**config.mk**
```make
export PLATFORM = sky130hd
export DESIGN_NAME = dedup_history_ring_browser
export DESIGN_NICKNAME = d
export VERILOG_FILES = /design/src/hw/rtl/dhrb_pkg.sv /design/src/hw/rtl/dhrb_ram.sv /design/src/hw/rtl/dedup_history_ring_browser.sv
export SDC_FILE = /design/constraint.sdc
export NUM_CORES = 1
export LEC_CHECK = 0
export ABC_CLOCK_PERIOD_IN_PS = 9200
export BUFFER_PORTS_ARGS = -buffer_cell sky130_fd_sc_hd__buf_2
export CORE_MARGIN = 8
export CORE_UTILIZATION = 40
export DETAILED_ROUTE_END_ITERATION = 10
export PLACE_DENSITY_LB_ADDON = 0.25
export SETUP_SLACK_MARGIN = 0.2
export SYNTH_ARGS = -nofsm -noshare
export SYNTH_HDL_FRONTEND = slang
export SYNTH_SLANG_ARGS = --single-unit
```
**constraint.sdc**
```tcl
create_clock -name clk -period 9.2 [get_ports clk]
set_input_delay 0.46 -clock clk [delete_from_list [all_inputs] [get_ports clk]]
set_output_delay 0.46 -clock clk [all_outputs]
set_load 0.02 [all_outputs]
```
**src/hw/rtl/dhrb_pkg.sv**
```systemverilog
// ----------------------------------------------------------------------------
// dhrb_pkg: shared definitions for the history ring browser
// Request and response types, request kinds, status codes and default sizes.
// ----------------------------------------------------------------------------
package dhrb_pkg;

    // Default number of kept identifiers.
    localparam int DEPTH_DEFAULT = 16;

    // Number of leading characters of an identifier that are kept.
    localparam int KEY_CHARS = 8;

    // Identifier width in bits.
    localparam int ID_W = 64;

    // Request kinds.
    localparam logic [2:0] KIND_ADD   = 3'd0;
    localparam logic [2:0] KIND_OLDER = 3'd1;
    localparam logic [2:0] KIND_NEWER = 3'd2;
    localparam logic [2:0] KIND_SHOW  = 3'd3;
    localparam logic [2:0] KIND_RESET = 3'd4;

    // Response status codes.
    localparam logic [1:0] ST_DONE    = 2'd0;
    localparam logic [1:0] ST_REPEAT  = 2'd1;
    localparam logic [1:0] ST_EMPTY   = 2'd2;
    localparam logic [1:0] ST_NO_MOVE = 2'd3;

    // Request payload.
    typedef struct packed {
        logic [2:0]      kind;
        logic [ID_W-1:0] id;
    } req_t;

    // Response payload.
    typedef struct packed {
        logic [1:0]      status;
        logic [ID_W-1:0] shown_id;
        logic [4:0]      entry_count;
        logic [3:0]      cursor_age;
    } rsp_t;

endpackage

```
**src/hw/rtl/dhrb_ram.sv**
```systemverilog
// ----------------------------------------------------------------------------
// dhrb_ram: generic simple dual-port RAM
// One write port and one read port, read data registered.
// ----------------------------------------------------------------------------
module dhrb_ram #(
    parameter int WIDTH = 64,
    parameter int DEPTH = 16
) (
    input  logic                     clk,
    input  logic                     wr_en,
    input  logic [$clog2(DEPTH)-1:0] wr_addr,
    input  logic [WIDTH-1:0]         wr_data,
    input  logic                     rd_en,
    input  logic [$clog2(DEPTH)-1:0] rd_addr,
    output logic [WIDTH-1:0]         rd_data
);

    logic [WIDTH-1:0] mem_reg [DEPTH];
    logic [WIDTH-1:0] rd_data_reg;

    // Write port and registered read port.
    always_ff @(posedge clk)
    begin
        if (wr_en)
        begin
            mem_reg[wr_addr] <= wr_data;
        end
        if (rd_en)
        begin
            rd_data_reg <= mem_reg[rd_addr];
        end
    end

    assign rd_data = rd_data_reg;

endmodule

```
**src/hw/rtl/dedup_history_ring_browser.sv**
```systemverilog
// ----------------------------------------------------------------------------
// dedup_history_ring_browser: bounded identifier history with a browse cursor
// Keeps the newest identifiers in a ring RAM and serves cursor requests.
// ----------------------------------------------------------------------------
// The block takes one request in every cycle unless req_stall is high, and
// gives its response in the cycle after acceptance, set by the registered read
// port of the entry RAM, which the response register shares. Requests keep
// flowing while the response side is taken, and the request side stalls only
// while a response waits on a stalled consumer. The entry RAM needs no
// clearing after reset, since an entry is only read once it has been written,
// so the block accepts requests from the first cycle after reset.
module dedup_history_ring_browser #(
    parameter int DEPTH = dhrb_pkg::DEPTH_DEFAULT
) (
    input  logic           clk,
    input  logic           rst_n,
    input  logic           req_valid,
    output logic           req_stall,
    input  dhrb_pkg::req_t req,
    output logic           rsp_valid,
    input  logic           rsp_stall,
    output dhrb_pkg::rsp_t rsp
);

    localparam int PTR_W = $clog2(DEPTH);
    localparam int CNT_W = $clog2(DEPTH + 1);

    // Control state.
    logic [PTR_W-1:0] oldest_reg, oldest_next;
    logic [CNT_W-1:0] count_reg, count_next;
    logic [PTR_W-1:0] cursor_reg, cursor_next;
    logic             rsp_valid_reg;

    // Newest entry kept beside the RAM for the repeat test.
    logic [dhrb_pkg::ID_W-1:0] newest_reg, newest_next;

    // Response payload held with the RAM read data.
    logic [1:0]                status_reg, status_next;
    logic [dhrb_pkg::ID_W-1:0] hold_reg, hold_next;
    logic                      use_ram_reg, use_ram_next;

    logic                      accept;
    logic [dhrb_pkg::ID_W-1:0] key;
    logic [PTR_W-1:0]          rd_age;
    logic [PTR_W-1:0]          rd_addr;
    logic [PTR_W-1:0]          wr_addr;
    logic                      wr_req;
    logic [dhrb_pkg::ID_W-1:0] rd_data;

    // Keep the leading characters up to the first zero byte.
    function automatic logic [dhrb_pkg::ID_W-1:0] normalize_key(
        input logic [dhrb_pkg::ID_W-1:0] id
    );
        logic [dhrb_pkg::ID_W-1:0] k;
        logic                      alive;
        logic [7:0]                b;
        k     = '0;
        alive = 1'b1;
        for (int i = 0; i < 8; i++)
        begin
            b = id[dhrb_pkg::ID_W-1-8*i -: 8];
            if (i >= dhrb_pkg::KEY_CHARS || b == 8'd0)
            begin
                alive = 1'b0;
            end
            if (alive)
            begin
                k[dhrb_pkg::ID_W-1-8*i -: 8] = b;
            end
        end
        return k;
    endfunction

    // Ring slot of the entry at a given age, where age zero is the newest.
    function automatic logic [PTR_W-1:0] slot_of_age(
        input logic [PTR_W-1:0] oldest,
        input logic [CNT_W-1:0] count,
        input logic [PTR_W-1:0] age
    );
        logic [CNT_W-1:0] back;
        logic [PTR_W:0]   sum;
        back = count - CNT_W'(1) - CNT_W'(age);
        sum  = {1'b0, oldest} + {1'b0, back[PTR_W-1:0]};
        if (sum >= (PTR_W + 1)'(DEPTH))
        begin
            sum = sum - (PTR_W + 1)'(DEPTH);
        end
        return sum[PTR_W-1:0];
    endfunction

    // Handshake: hold requests only while a response is stuck.
    assign req_stall = rsp_valid_reg & rsp_stall;
    assign accept    = req_valid & ~req_stall;

    // Request decode and next state.
    always_comb
    begin
        key          = normalize_key(req.id);
        oldest_next  = oldest_reg;
        count_next   = count_reg;
        cursor_next  = cursor_reg;
        newest_next  = newest_reg;
        status_next  = dhrb_pkg::ST_DONE;
        hold_next    = '0;
        use_ram_next = 1'b0;
        wr_req       = 1'b0;
        rd_age       = cursor_reg;

        // Append goes after the newest, or over the oldest when full.
        if (count_reg >= CNT_W'(DEPTH))
        begin
            wr_addr = oldest_reg;
        end
        else
        begin
            wr_addr = slot_of_age(oldest_reg, count_reg + CNT_W'(1), '0);
        end

        case (req.kind)
            dhrb_pkg::KIND_ADD:
            begin
                if (key == '0)
                begin
                    status_next  = dhrb_pkg::ST_EMPTY;
                    use_ram_next = (count_reg != '0);
                end
                else if (count_reg != '0 && newest_reg == key)
                begin
                    status_next = dhrb_pkg::ST_REPEAT;
                    cursor_next = '0;
                    hold_next   = key;
                end
                else
                begin
                    wr_req      = 1'b1;
                    newest_next = key;
                    cursor_next = '0;
                    hold_next   = key;
                    if (count_reg >= CNT_W'(DEPTH))
                    begin
                        if (oldest_reg == PTR_W'(DEPTH - 1))
                        begin
                            oldest_next = '0;
                        end
                        else
                        begin
                            oldest_next = oldest_reg + PTR_W'(1);
                        end
                    end
                    else
                    begin
                        count_next = count_reg + CNT_W'(1);
                    end
                end
            end
            dhrb_pkg::KIND_OLDER:
            begin
                if (count_reg == '0 || CNT_W'(cursor_reg) >= count_reg - CNT_W'(1))
                begin
                    status_next = dhrb_pkg::ST_NO_MOVE;
                end
                else
                begin
                    cursor_next  = cursor_reg + PTR_W'(1);
                    rd_age       = cursor_reg + PTR_W'(1);
                    use_ram_next = 1'b1;
                end
            end
            dhrb_pkg::KIND_NEWER:
            begin
                if (cursor_reg == '0 || count_reg == '0)
                begin
                    status_next = dhrb_pkg::ST_NO_MOVE;
                end
                else
                begin
                    cursor_next  = cursor_reg - PTR_W'(1);
                    rd_age       = cursor_reg - PTR_W'(1);
                    use_ram_next = 1'b1;
                end
            end
            default:
            begin
                // Show current; cursor reset and unused kinds share this path.
                if (req.kind == dhrb_pkg::KIND_RESET)
                begin
                    cursor_next = '0;
                    rd_age      = '0;
                end
                if (count_reg == '0)
                begin
                    status_next = dhrb_pkg::ST_NO_MOVE;
                end
                else
                begin
                    use_ram_next = 1'b1;
                end
            end
        endcase

        rd_addr = slot_of_age(oldest_reg, count_reg, rd_age);
    end

    // Entry store.
    dhrb_ram #(
        .WIDTH (dhrb_pkg::ID_W),
        .DEPTH (DEPTH)
    ) u_entry_ram (
        .clk     (clk),
        .wr_en   (accept & wr_req),
        .wr_addr (wr_addr),
        .wr_data (key),
        .rd_en   (accept & use_ram_next),
        .rd_addr (rd_addr),
        .rd_data (rd_data)
    );

    // Control state and response valid.
    always_ff @(posedge clk or negedge rst_n)
    begin
        if (!rst_n)
        begin
            oldest_reg    <= '0;
            count_reg     <= '0;
            cursor_reg    <= '0;
            rsp_valid_reg <= 1'b0;
        end
        else
        begin
            if (accept)
            begin
                oldest_reg <= oldest_next;
                count_reg  <= count_next;
                cursor_reg <= cursor_next;
            end
            if (accept)
            begin
                rsp_valid_reg <= 1'b1;
            end
            else if (!rsp_stall)
            begin
                rsp_valid_reg <= 1'b0;
            end
        end
    end

    // Payload registers.
    always_ff @(posedge clk)
    begin
        if (accept)
        begin
            newest_reg  <= newest_next;
            status_reg  <= status_next;
            hold_reg    <= hold_next;
            use_ram_reg <= use_ram_next;
        end
    end

    // Response; the count and cursor registers already hold the new values.
    assign rsp_valid        = rsp_valid_reg;
    assign rsp.status       = status_reg;
    assign rsp.shown_id     = use_ram_reg ? rd_data : hold_reg;
    assign rsp.entry_count  = 5'(count_reg);
    assign rsp.cursor_age   = 4'(cursor_reg);

    // The kept count never exceeds the store depth.
    a_count_bound: assert property (@(posedge clk) disable iff (!rst_n)
        count_reg <= CNT_W'(DEPTH))
        else $error("kept count above depth");

    // The cursor stays within the kept entries.
    a_cursor_bound: assert property (@(posedge clk) disable iff (!rst_n)
        (count_reg == '0 && cursor_reg == '0) ||
        (count_reg != '0 && CNT_W'(cursor_reg) < count_reg))
        else $error("cursor outside kept range");

    // The kept count never falls.
    a_count_monotonic: assert property (@(posedge clk) disable iff (!rst_n)
        1'b1 |=> count_reg >= $past(count_reg))
        else $error("kept count decreased");

    // State and read data hold while a response is stalled.
    a_hold_on_stall: assert property (@(posedge clk) disable iff (!rst_n)
        (rsp_valid_reg && rsp_stall) |=>
        ($stable(count_reg) && $stable(cursor_reg) && $stable(rsp.shown_id)))
        else $error("state moved under a stalled response");

    // A refused move or empty history shows no entry.
    a_no_move_zero: assert property (@(posedge clk) disable iff (!rst_n)
        (rsp_valid_reg && rsp.status == dhrb_pkg::ST_NO_MOVE) |-> rsp.shown_id == '0)
        else $error("entry shown with no-move status");

endmodule
```
==> flow_metrics.tcl, run 1 <==
set metrics [dict create \
    synth_warnings 0 \
    drt_first_pass_iters 8 \
    synth_fp_nets 3339 \
    ios 148 \
    yosysSeqAreaShare_pct 70.6 \
    ctsResizeCount 0 \
    area_growth_pct 13.6 \
    critPathArrivalTime_ns 7.47 \
    drt_iter0_markers 3204 \
    synth-seq-cells 1233 \
    crit_top_cell "inv_1" \
    fin_crit_sh_pct 75.3 \
    cts_tree "yes" \
    final.setup.worst_slack_ns 2.27 \
    portBuffers 147 \
    antenna_found_initial 5 \
    clkLatencyLatePin_ns 0.75 \
    critPathMaxStageDelay_ns 1.14 \
    rsz0062_at_grt "no" \
    async_flop_share_pct 1.14 \
    nets 3480 \
    period_minus_slack_ns 6.93 \
    ys_types 73 \
    relSlewSlack_pct 21.6 \
    fin_skew_ns 0.0290 \
    hold_violations 0 \
    start_util_pct 40.4 \
    vias_per_cell 5.91 \
    startpoint_type "flop" \
    dieArea_sq_um 143000 \
    grt_max_degree 130 \
    layout-drive-gt1-share_pct 22.1 \
    coreArea_sq_um 130000 \
    max_freq_ghz 0.144 \
    crit_chain "inv_1 -> ha_1 -> xor2_1 -> inv_1 -> ha_1 -> nand2_1 -> o21a_1 -> maj3_1 -> a21boi_0 -> o21ai_0 -> a21oi_1 -> a21o_1 -> ha_1 -> inv_1 -> fa_1 -> inv_1 -> fa_4 -> buf_12 -> mux4_2 -> nor2_1 -> nand2_1 -> o22ai_1 -> or3_1 -> a221oi_1" \
    grt_pass1_vias 30400 \
    fin_cells 5233 \
    largest_reg_flops 1024 \
    post_drt_wl_per_cell_um 28.1 \
    dp_slack_ns 2.30 \
    place_inst 4993 \
    dieWidth_um 378 \
    overflow 0 \
    clock-root-buffer "clkbuf_16" \
    synth.cell_area_sq_um 52300 \
    status "finished, final reports clean" \
    cts.sinks 1233 \
    clockBufferDepth 3 \
    num_rows 132 \
    worst_pin_slew_ns 1.18 \
    wirelength_um 147000 \
    cts_buffers 132 \
    path_clk_slew_ns 0.06 \
    gp_congestion 0.816 \
    hold_class "primary input to flop" \
    slowest_stage "fa_4" \
    end_kind "flop" \
    final-max-slew-violation-count 0 \
    drcViolationCount 0 \
    hold_buffers 3 \
    cts_max_level 4 \
    required_ns 9.74 \
    tns_ns 0 \
    syn_inst 3247 \
    finalSetupViolCount 0 \
    via_count 30900 \
    track_usage_pct 20.3 \
    synth-main-ff-cell "edfxtp_1" \
    grt_pass1_wl_um 212000 \
    criticalPathCategory "flop to flop" \
    synth_edf_count 1219 \
    dp_hpwl_um 79900 \
    dieHeight_um 378 \
    synth.avg_cell_area_sq_um 16.1 \
    final_area_sq_um 59500 \
    detail-route-antenna-nets 0 \
    dpl_cell_area_sq_um 55300 \
    maxCapViolations 0 \
    cp_max_fo 127 \
    post-cts-setup-buffers 0 \
]
==> critical path: cells and delay by family, from the launching register on <==
kind | cells | cell delay, ns
flip-flops | 1 | 0.55
AND/OR/NAND/NOR | 4 | 0.62
AO/OA/AOI/OAI | 7 | 1.05
buffers and inverters | 5 | 1.02
adder cells (fa/ha/maj) | 6 | 2.84
multiplexers | 1 | 0.34
XOR/XNOR | 1 | 0.18
==> per-stage QoR <==
stage / hold slack [ns] / utilization, %
6_report: 0.0656 / 45.9
5_1_grt: 0.0500 / 45.9
3_3_place_gp: 0.404 / 42.7
3_5_place_dp: 0.401 / 42.7
4_1_cts: 0.00102 / 45.9
2_1_floorplan: 0.164 / -
==> synth_stat cells (12+ instances only) <==
cell | count | area (sq um)
or3_1 | 65 | 407
inv_1 | 56 | 210
dfrtp_1 | 14 | 350
xor2_1 | 24 | 210
nor2_1 | 163 | 612
a221oi_1 | 65 | 569
nor3_1 | 164 | 821
nand2b_1 | 12 | 75.1
and2_1 | 42 | 263
mux2_2 | 68 | 766
and3_1 | 56 | 350
nand3_1 | 18 | 90.1
clkbuf_1 | 184 | 691
o22ai_1 | 71 | 444
o21ai_0 | 151 | 756
nor4_1 | 24 | 150
mux4_2 | 256 | 5770
edfxtp_1 | 1219 | 36600
xnor2_1 | 23 | 201
ha_1 | 18 | 225
a21oi_1 | 26 | 130
buf_1 | 33 | 124
nand2_1 | 362 | 1360
==> logic make-up (layout without fill, tap and decap cells) <==
family	after synthesis	after routing	share of synthesized area (%)
xor gates and xnor gates	47	47	0.787
buffers and inverters	279	521	2.03
and+or+nand+nor	940	940	8.41
adders and majority gates	22	22	0.564
DFF	1233	1233	70.6
other	0	2	0
muxes	329	329	12.6
AOI/OAI and AO/OA	397	397	5.00
==> cells in the final DEF (no fill, tap or decap), drive strengths merged, types with 11 or more instances in the layout <==
master  Yosys  layout
nor4       24      24
ha         18      18
nor3      164     164
mux2       68      68
a21oi      26      26
buf        38     226
inv        57      63
o22ai      71      71
and2       42      42
nand2b     12      12
and3       57      57
a221oi     66      66
clkbuf    184     169
edfxtp   1219    1219
o21ai     153     153
xnor2      23      23
clkinv      0      52
nor2      163     163
a31oi      11      11
xor2       24      24
mux4      256     256
nand2     362     362
or3        65      65
dfrtp      14      14
nand3      18      18
==> metal layers <==
metal | share of wire [%] | up-vias | wire (um) | track usage (%)
met5 | 0.024 | - | 36 | 0
met4 | 2.4 | 6 | 3490 | 5.85
met3 | 8.3 | 242 | 12200 | 4.00
met2 | 48 | 1425 | 70000 | 32.9
met1 | 42 | 16100 | 61500 | 27.9
li1 | - | 13200 | - | -
==> final cells by class <==
type                            instances  area (sq um)
Fill cell                           11200         70200
Sequential cell                      1233         37000
Multi-Input combinational cell       1735         14500
Clock buffer                          169          3570
Tap cell                             1742          2180
Timing Repair Buffer                  229          1500
Clock inverter                         66           523
Inverter                               57           219
Antenna cell                            2          5.00
==> worst paths after layout <==
| path | startpoint | endpoint | slack [ns] | cells after the start |
|---|---|---|---|---|
| setup / recovery | count_reg[0] | u_entry_ram.rd_data[17] | 2.27 | 24 |
| hold / removal | req[26] | hold_reg[26] | 0.07 | 2 |
| setup reg to reg | count_reg[0] | u_entry_ram.rd_data[17] | 2.27 | 24 |
| hold reg to reg | oldest_reg[2] | oldest_reg[2] | 0.66 | 1 |
| max in group asynchronous | rst_n | oldest_reg[3] | 8.73 | 2 |
| min in group asynchronous | rst_n | rsp_valid | 0.18 | 2 |
Power of run 1 is not shown: default switching activity piles up to over one toggle a cycle in this logic, so the estimate is an artifact.
==> run 2, diff against run 1 <==
--- a/config.mk
+++ b/config.mk
@@ -5,7 +5,7 @@
 export SDC_FILE = /design/constraint.sdc
 export NUM_CORES = 1
 export LEC_CHECK = 0
-export ABC_CLOCK_PERIOD_IN_PS = 9200
+export ABC_CLOCK_PERIOD_IN_PS = 6900
 export BUFFER_PORTS_ARGS = -buffer_cell sky130_fd_sc_hd__buf_2
 export CORE_MARGIN = 8
 export CORE_UTILIZATION = 40
==> constraint.sdc (replaced) <==
create_clock -name clk -period 6.9 [get_ports clk]
set_input_delay 0.345 -clock clk [delete_from_list [all_inputs] [get_ports clk]]
set_output_delay 0.345 -clock clk [all_outputs]
set_load 0.02 [all_outputs]
==> run 2 against run 1 <==
Net effect: maximum frequency increased by 12%; non-clock buffer count increased by 69; first-iteration DRC count increased by 9.2%.
==> flow_metrics.tcl, run 2 (synthesis gave the netlist of run 1 again) <==
set metrics [dict create \
    status "finished, final reports clean" \
    finalSetupViolCount 0 \
    clockBufferDepth 3 \
    via_count 31600 \
    path_clk_slew_ns 0.07 \
    criticalPathCategory "flop to flop" \
    end_kind "flop" \
    track_usage_pct 20.8 \
    area_growth_pct 15.4 \
    ff_latch_area_sq_um 37000 \
    detail-route-antenna-nets 0 \
    wirelength_um 151000 \
    final_common_cell "edfxtp_1" \
    dieWidth_um 378 \
    fillers 11000 \
    worst_pin_slew_ns 1.18 \
    num_rows 132 \
    ios 148 \
    drcViolationCount 0 \
    drt_iter0_markers 3500 \
    dieHeight_um 378 \
    dpl_cell_area_sq_um 56000 \
    grt_max_degree 91 \
    mostFrequentLayoutCells "edfxtp_1, nand2_1, mux4_2" \
    cts_tree "yes" \
    max_freq_ghz 0.161 \
    slowest_stage "fa_4" \
    clock-root-buffer "clkbuf_16" \
    dieArea_sq_um 143000 \
    grt_pass1_vias 31100 \
    antenna_found_initial 10 \
    rsz0062_at_grt "no" \
    required_ns 7.44 \
    whs_ns 0.0461 \
    startpoint_type "flop" \
    fin_crit_sh_pct 90.0 \
    largest_reg_flops 1024 \
    period_minus_slack_ns 6.21 \
    clkLatencyLatePin_ns 0.76 \
    drt_first_pass_iters 6 \
    crit_top_cell "inv_1" \
    layout-drive-gt1-share_pct 22.9 \
    final-max-slew-violation-count 0 \
    final_area_sq_um 60400 \
    cp_max_fo 37 \
    path_delay_family "adder cells" \
    hold_violations 0 \
    overflow 0 \
    gp_congestion 0.821 \
    cts_buffers 130 \
    antennaDiodeCount 0 \
    nets 3547 \
    fin_skew_ns 0.0275 \
    critPathMaxStageDelay_ns 0.82 \
    coreArea_sq_um 130000 \
    critPathArrivalTime_ns 6.75 \
    hold_class "primary input to flop" \
    portBuffers 147 \
    dp_hpwl_um 83900 \
    crit_buf_inv 6 \
    vias_per_cell 5.97 \
    maxCapViolations 0 \
    relSlewSlack_pct 21.4 \
    multi_input_area_sq_um 14500 \
    tns_ns 0 \
    grt_pass1_wl_um 217000 \
    cts.sinks 1233 \
    cts_max_level 4 \
    post_drt_wl_per_cell_um 28.5 \
    start_util_pct 40.4 \
]
## run 2: cell types whose count changed in the layout (fill, tap and decap cells not counted), sizes merged
cell         delta
clkinv          -9
diode           -2
inv             +2
clkbuf          -3
clkinvlp        +1
dlygate4sd3    +28
buf            +41
bufinv          +1
## run 2: stage by stage
step,worst slack [ns],util [%],cells
floorplan,-1.16,-,3247
global placement,0.679,43.2,5034
detailed placement,0.607,43.2,5034
CTS,0.579,46.6,5292
global route,0.223,46.6,5292
finish,0.692,46.6,5292
## run 2: layout make-up
class,count,area share [%]
Clock buffer,166,5.77
Clock inverter,61,0.920
Inverter,57,0.363
Multi-Input combinational cell,1735,24.1
Sequential cell,1233,61.2
Tap cell,1742,3.61
Timing Repair Buffer,298,4.05
## run 2: worst reg2reg max path, stage by stage, from the launching register on
cell and delay, ns:
dfrtp_1 0.42, inv_1 0.11, ha_1 0.22, xor2_1 0.22, inv_1 0.07, ha_1 0.27, nand2_1 0.05, o21a_1 0.16
maj3_1 0.47, a21boi_0 0.20, o21ai_0 0.09, a21oi_1 0.17, a21o_1 0.12, ha_1 0.13, inv_1 0.06, fa_1 0.58
inv_1 0.06, fa_4 0.82, buf_12 0.24, buf_12 0.33, mux4_2 0.30, nand2_1 0.05, nand2_1 0.13, nor3_1 0.05
or3_1 0.36, a221oi_1 0.29
## run 2: worst paths after layout
check / slack, ns / endpoint / start / depth (start not counted)
min in group asynchronous: 0.53 / count_reg[3] / rst_n / 3
max: 0.69 / u_entry_ram.rd_data[44] / count_reg[1] / 25
max in group asynchronous: 5.13 / cursor_reg[0] / rst_n / 4
min: 0.05 / hold_reg[51] / req[51] / 2
max reg2reg: 0.69 / u_entry_ram.rd_data[44] / count_reg[1] / 25
min reg2reg: 0.61 / count_reg[2] / count_reg[2] / 1
## run 2: repair_timing
| action | 4_1_cts | 5_1_grt |
|---|---|---|
| setup endpoints to repair | 0 | 26 |
| setup buffers | 0 | 0 |
| resized for setup | 0 | 1 |
| hold buffers | 31 | 0 |
| hold endpoints to repair | 89 | 0 |
## run 2: routing by layer
| layer | GRT usage (%) | share of wire [%] |
|---|---|---|
| met5 | 0 | 0.044 |
| met3 | 4.85 | 8.7 |
| met1 | 28.5 | 42 |
| met4 | 5.82 | 2.4 |
| met2 | 33.3 | 47 |
Power of run 2 is left out for the same reason.
